## src/rtl/ddo_pkg.sv

```systemverilog
// Package: shared types, constants and tables for the odometry block.
package ddo_pkg;

  localparam int unsigned DefCordicSteps = 24;
  localparam int unsigned MaxCordicSteps = 32;
  localparam logic [31:0] WheelBaseReset = 32'd65536;
  localparam logic [31:0] AngScale       = 32'd683565276;
  localparam logic [31:0] CordicGain     = 32'd652032874;

  // Classified item handed from the front part to the back part.
  typedef struct packed {
    logic signed [32:0] d0;
    logic signed [32:0] d1;
    logic               straight;
  } ddo_item_t;

  // CORDIC arctangent table, Q32 binary angle.
  function automatic logic [31:0] atan_tab(input logic [4:0] i);
    logic [31:0] r;
    case (i)
      5'd0:  r = 32'd536870912;
      5'd1:  r = 32'd316933406;
      5'd2:  r = 32'd167458907;
      5'd3:  r = 32'd85004756;
      5'd4:  r = 32'd42667331;
      5'd5:  r = 32'd21354465;
      5'd6:  r = 32'd10679838;
      5'd7:  r = 32'd5340245;
      5'd8:  r = 32'd2670163;
      5'd9:  r = 32'd1335087;
      5'd10: r = 32'd667544;
      5'd11: r = 32'd333772;
      5'd12: r = 32'd166886;
      5'd13: r = 32'd83443;
      5'd14: r = 32'd41722;
      5'd15: r = 32'd20861;
      5'd16: r = 32'd10430;
      5'd17: r = 32'd5215;
      5'd18: r = 32'd2608;
      5'd19: r = 32'd1304;
      5'd20: r = 32'd652;
      5'd21: r = 32'd326;
      5'd22: r = 32'd163;
      5'd23: r = 32'd81;
      5'd24: r = 32'd41;
      5'd25: r = 32'd20;
      5'd26: r = 32'd10;
      5'd27: r = 32'd5;
      5'd28: r = 32'd3;
      5'd29: r = 32'd1;
      5'd30: r = 32'd1;
      default: r = 32'd0;
    endcase
    return r;
  endfunction

endpackage

```

## src/rtl/ddo_if.sv

```systemverilog
// Interfaces: valid/ready channels for wheel items, pose items and config writes.
interface ddo_wheel_if;
  logic               valid;
  logic               ready;
  logic signed [31:0] wheel_a_pos;
  logic signed [31:0] wheel_b_pos;
  modport source (output valid, wheel_a_pos, wheel_b_pos, input ready);
  modport sink (input valid, wheel_a_pos, wheel_b_pos, output ready);
endinterface


```

## src/rtl/ddo_front.sv

```systemverilog
// Module: front part; takes wheel items, forms deltas, queues classified items.
module ddo_front (
  input  logic              clk,
  input  logic              rst,
  ddo_wheel_if.sink         wheel,
  output ddo_pkg::ddo_item_t q_item,
  output logic              q_valid,
  input  logic              q_pop
);
  import ddo_pkg::*;
  localparam int unsigned Depth = 2;

  ddo_item_t          mem [Depth];
  logic               wp, rp;
  logic [1:0]         cnt;
  logic signed [31:0] last_a, last_b;
  ddo_item_t          it;
  logic               push;

  assign wheel.ready = (cnt != 2'(Depth));
  assign push = wheel.valid && wheel.ready;
  assign it.d0 = 33'(wheel.wheel_a_pos) - 33'(last_a);
  assign it.d1 = 33'(wheel.wheel_b_pos) - 33'(last_b);
  assign it.straight = (it.d0 == it.d1);

  always_ff @(posedge clk) begin
    if (push) mem[wp] <= it;
  end

  always_ff @(posedge clk) begin
    if (rst) begin
      wp <= 1'b0; rp <= 1'b0; cnt <= '0; last_a <= '0; last_b <= '0;
    end else begin
      if (push) begin
        wp <= ~wp; last_a <= wheel.wheel_a_pos; last_b <= wheel.wheel_b_pos;
      end
      if (q_pop) rp <= ~rp;
      cnt <= cnt + 2'(push) - 2'(q_pop);
    end
  end

  assign q_valid = (cnt != 2'd0);
  assign q_item  = mem[rp];
endmodule

```

## src/flat_wrapper.sv

```systemverilog
// flat-port wrapper written by rule: the top's interface ports become plain ports
module ddo_front_flat import ddo_pkg::*;
  (clk, rst, q_item, q_valid, q_pop, wheel_valid, wheel_wheel_a_pos, wheel_wheel_b_pos, wheel_ready);
  ddo_wheel_if wheel_i ();
  input  logic clk;
  input  logic rst;
  output ddo_pkg::ddo_item_t q_item;
  output logic q_valid;
  input  logic q_pop;
  input wire logic [$bits(wheel_i.valid)-1:0] wheel_valid;
  input wire logic [$bits(wheel_i.wheel_a_pos)-1:0] wheel_wheel_a_pos;
  input wire logic [$bits(wheel_i.wheel_b_pos)-1:0] wheel_wheel_b_pos;
  output wire logic [$bits(wheel_i.ready)-1:0] wheel_ready;
  assign wheel_i.valid = wheel_valid;
  assign wheel_i.wheel_a_pos = wheel_wheel_a_pos;
  assign wheel_i.wheel_b_pos = wheel_wheel_b_pos;
  assign wheel_ready = wheel_i.ready;
  ddo_front u_core (.clk(clk), .rst(rst), .wheel(wheel_i), .q_item(q_item), .q_valid(q_valid), .q_pop(q_pop));
endmodule
```

## config.mk

```make
export PLATFORM = sky130hd
export DESIGN_NAME = ddo_front_flat
export DESIGN_NICKNAME = d
export VERILOG_FILES = /design/src/rtl/ddo_pkg.sv /design/src/rtl/ddo_if.sv /design/src/rtl/ddo_front.sv /design/src/flat_wrapper.sv
export SDC_FILE = /design/constraint.sdc
export NUM_CORES = 1
export LEC_CHECK = 0
export BUFFER_PORTS_ARGS = -buffer_cell sky130_fd_sc_hd__buf_2
export CORE_MARGIN = 4
export CORE_UTILIZATION = 53
export CTS_CLUSTER_SIZE = 24
export DETAILED_ROUTE_END_ITERATION = 10
export GPL_TIMING_DRIVEN = 0
export PLACE_DENSITY = 0.84
export SYNTH_ARGS = -nofsm -noshare
export SYNTH_HDL_FRONTEND = slang
export SYNTH_SLANG_ARGS = --single-unit
```

## constraint.sdc

```tcl
create_clock -name clk -period 10.05 [get_ports clk]
set_input_delay 1.005 -clock clk [delete_from_list [all_inputs] [get_ports clk]]
set_output_delay 1.005 -clock clk [all_outputs]
set_load 0.02 [all_outputs]
```

==> impl_metrics.py <==
metrics = {
    "floorplanning": {
        "rows": 55,
        "start_util_pct": 53.65,
        "fp.coreArea_um2": 22570,
        "die_area_um2": 25330,
        "io-pin-count": 137,
        "die_h_um": 159.2,
        "die_w_um": 159.2,
    },
    "logic_synthesis": {
        "synthTopCellsByArea": "edfxtp_1 (33%), dfxtp_1 (11%), ha_1 (7.0%)",
        "yosys.area.top_type": "edfxtp_1",
        "ys_warn_count": 0,
        "ys_types": 80,
        "syn_inst": 1245,
        "avgSynthCellArea_um2": 9.727,
        "synth_seq_cells": 203,
        "syn_area_um2": 12110,
        "syn-num-nets": 1383,
        "ys.flop_type": "edfxtp_1",
        "synth_top_area_share_pct": 33.23,
        "synth-async-reset-ratio_pct": 0,
        "ys_seq_area_share_pct": 44.63,
        "synth_edf_count": 134,
    },
    "finish": {
        "post-route-util_pct": 61.94,
        "diodes": 0,
        "n_fill_cell": 1845,
        "drive_gt1_share_pct": 19.13,
        "nets": 1545,
        "areaGrowthSynthToFinish_pct": 15.45,
    },
    "critical_path": {
        "slowest_delay_ns": 0.61,
        "crit_path_end_kind": "flip-flop",
        "critPathSlowestCell": "a211oi_1",
        "setup.worst_path.start_class": "input pin",
        "r2r_setup_slack_ns": 5.72,
        "path_class": "input pin to flip-flop",
        "crit_chain": "buf_2 -> inv_1 -> ha_1 -> fa_1 -> nand2b_1 -> a211oi_1 -> o21ai_1 -> a211oi_1 -> o211ai_1 -> a21oi_1 -> xor2_1 -> xor2_1 -> or4_1 -> nor2_1",
        "cp.required_ns": 10.40,
        "critPathArrivalTime_ns": 4.99,
        "worstPathMaxFanout": 6,
    },
    "sta": {
        "clock_skew_ns": 0.009491,
        "tightest_slew_ns": 0.8423,
        "period_needed_ns": 4.645,
        "setup_viol": 0,
        "fmaxAchievable_ghz": 0.2153,
        "finalSetupTns_ns": 0,
        "grt_setup_unrepaired": "false",
        "slew_headroom_pct": 42.96,
        "hold_viol": 0,
        "finalCritPeriodShare_pct": 46.22,
        "final-max-slew-violation-count": 0,
    },
    "grt": {
        "grt_pass1_vias": 9534,
        "grt_remaining_overflow": 0,
        "grtUsageMet1_pct": 34.57,
        "antenna_found_initial": 0,
        "grt_start_max_net_pins": 68,
        "use_met2_pct": 39.76,
        "busiest_layer": "met2",
        "grt.met3_usage_pct": 2.718,
        "grt_pass1_wl_mm": 50.71,
        "grt_usage_pct": 24.50,
    },
    "worst_hold_path": {
        "hold_path_class": "flip-flop to flip-flop",
    },
    "clock_tree": {
        "cts_setup_buffers": 0,
        "cts_buffer_depth": 3,
        "root_buffer": "clkbuf_16",
        "clk-insertion-delay-late_ns": 0.51,
        "path_clk_slew_ns": 0.06,
        "numCtsBuffers": 22,
        "htree_levels": 1,
        "cts_resized": 0,
        "tritoncts": "built",
        "cts_num_sinks": 203,
        "hold_buffers": 0,
    },
    "place": {
        "place_hpwl_mm": 24.98,
        "place_congestion": 0.9538,
        "io_buffer_count": 135,
    },
    "drt": {
        "drc": 0,
        "ant_nets": 0,
        "totalWireLength_mm": 32.10,
        "post_drt_wl_per_cell_um": 18.80,
        "vias": 9919,
        "vias_per_cell": 5.811,
        "first_pass_iters": 6,
        "initialDrtViolationCount": 962,
    },
    "pwr": {
        "power.leakage_uw": 0.005443,
        "powerDensity_nw_per_um2": 234.9,
        "irDropWorstVdd_uv": 133.9,
    },
    "job": {
        "maxCapViolations": 0,
    },
    "outcome": {
        "status": "completed",
    },
}
## cell families (layout without fill, tap and decap cells)
logic type      Yosys count  count (layout)  synth area share [%]
simple gates            370             370                 14.32
compound gates          319             319                 16.88
flops                   203             203                 44.63
buf+inv                 148             325                 4.691
fa+ha+maj                70              70                 7.356
mux                      70              70                 6.478
xor+xnor                 65              65                 5.641
## layout make-up
cell class | instances | area [µm²] | area share, %
Clock inverter | 14 | 175.2 | 1.253
Clock buffer | 25 | 583.1 | 4.170
Tap cell | 285 | 356.6 | 2.551
Multi-Input combinational cell | 894 | 6150 | 43.99
Sequential cell | 203 | 5405 | 38.66
Buffer | 59 | 234.0 | 1.674
Inverter | 89 | 334.1 | 2.389
Timing Repair Buffer | 138 | 743.2 | 5.316
## worst paths after layout
kind / startpoint / to / cells past startpoint
min: u_core.last_b[7] / u_core.last_b[7] / 2
max: wheel_wheel_b_pos[0] / u_core.mem[0][0] / 14
min reg2reg: u_core.last_b[7] / u_core.last_b[7] / 2
max reg2reg: u_core.last_b[0] / u_core.mem[0][0] / 12
## cells in the final DEF (no fill, tap or decap), types with 5 or more instances in the layout
cell	netlist	layout
nand2_1	177	177
buf_2	6	141
edfxtp_1	134	134
a21oi_1	129	129
inv_1	89	89
dfxtp_1	69	69
ha_1	68	68
mux2_2	67	67
nor2_1	62	61
o21ai_0	50	50
clkbuf_1	46	48
xnor2_1	32	32
xor2_1	25	25
clkbuf_16	0	23
a21o_1	22	22
nor3_1	19	19
o21a_1	14	14
nand4_1	14	14
a211oi_1	13	13
nand3_1	13	13
and2_1	11	11
and3_1	11	10
o211ai_1	9	9
nor3b_1	9	9
nand2b_1	8	8
or3_1	8	8
o2111ai_1	7	7
nor2b_1	7	7
a31oi_1	7	7
o21bai_1	7	7
o31ai_1	6	6
a21boi_0	6	6
or2_2	6	6
o211a_1	5	5
buf_1	5	5
xnor3_1	5	5
## worst max-delay path, delay by kind of cell
family,cells,cell delay [ns]
AOI/OAI and AO/OA,5,1.94
adders and majority gates,2,0.61
buffers and inverters,2,0.14
xor gates and xnor gates,2,0.48
and+or+nand+nor,3,0.81
## through the flow
step,setup slack (ns),power (µW),cells,cell area (µm²),hold slack [ns]
detailed placement,4.943,2431,1668,13220,0.4463
global route,5.183,3459,1707,13980,0.4764
floorplan,5.470,2056,1245,12110,0.4363
CTS,5.463,3282,1707,13980,0.4547
finish,5.405,3284,1707,13980,0.4534
global placement,3.754,2383,1665,13140,0.4413
## synth_stat cells, types with 13 or more instances
cell      instances
nand3_1          13
o21a_1           14
mux2_2           67
nand2_1         177
nand4_1          14
edfxtp_1        134
o21ai_0          50
clkbuf_1         46
nor2_1           62
dfxtp_1          69
a211oi_1         13
nor3_1           19
ha_1             68
a21oi_1         129
xnor2_1          32
inv_1            89
xor2_1           25
a21o_1           22
## metal layers
metal	up-vias	share of wire (%)
li1	4810	-
met1	4665	45
met2	378	45
met3	66	6.2
met4	0	3.6
met5	-	0
## flip-flops by register name, indices dropped and copies added, names as in the netlist, named ones only
signal         flops
u_core.cnt         2
u_core.last_b     32
u_core.last_a     32
u_core.wp          1
u_core.rp          1
u_core.mem       134
## power by group
group,switching [µW],internal [µW],leakage [µW],total [µW]
Sequential,49.6,1130,0.00182,1180
Combinational,793,467,0.00326,1260
Clock,329,519,0.000365,848
Total,1170,2110,0.00544,3280
No activity file was read; power rests on OpenSTA's default activity.
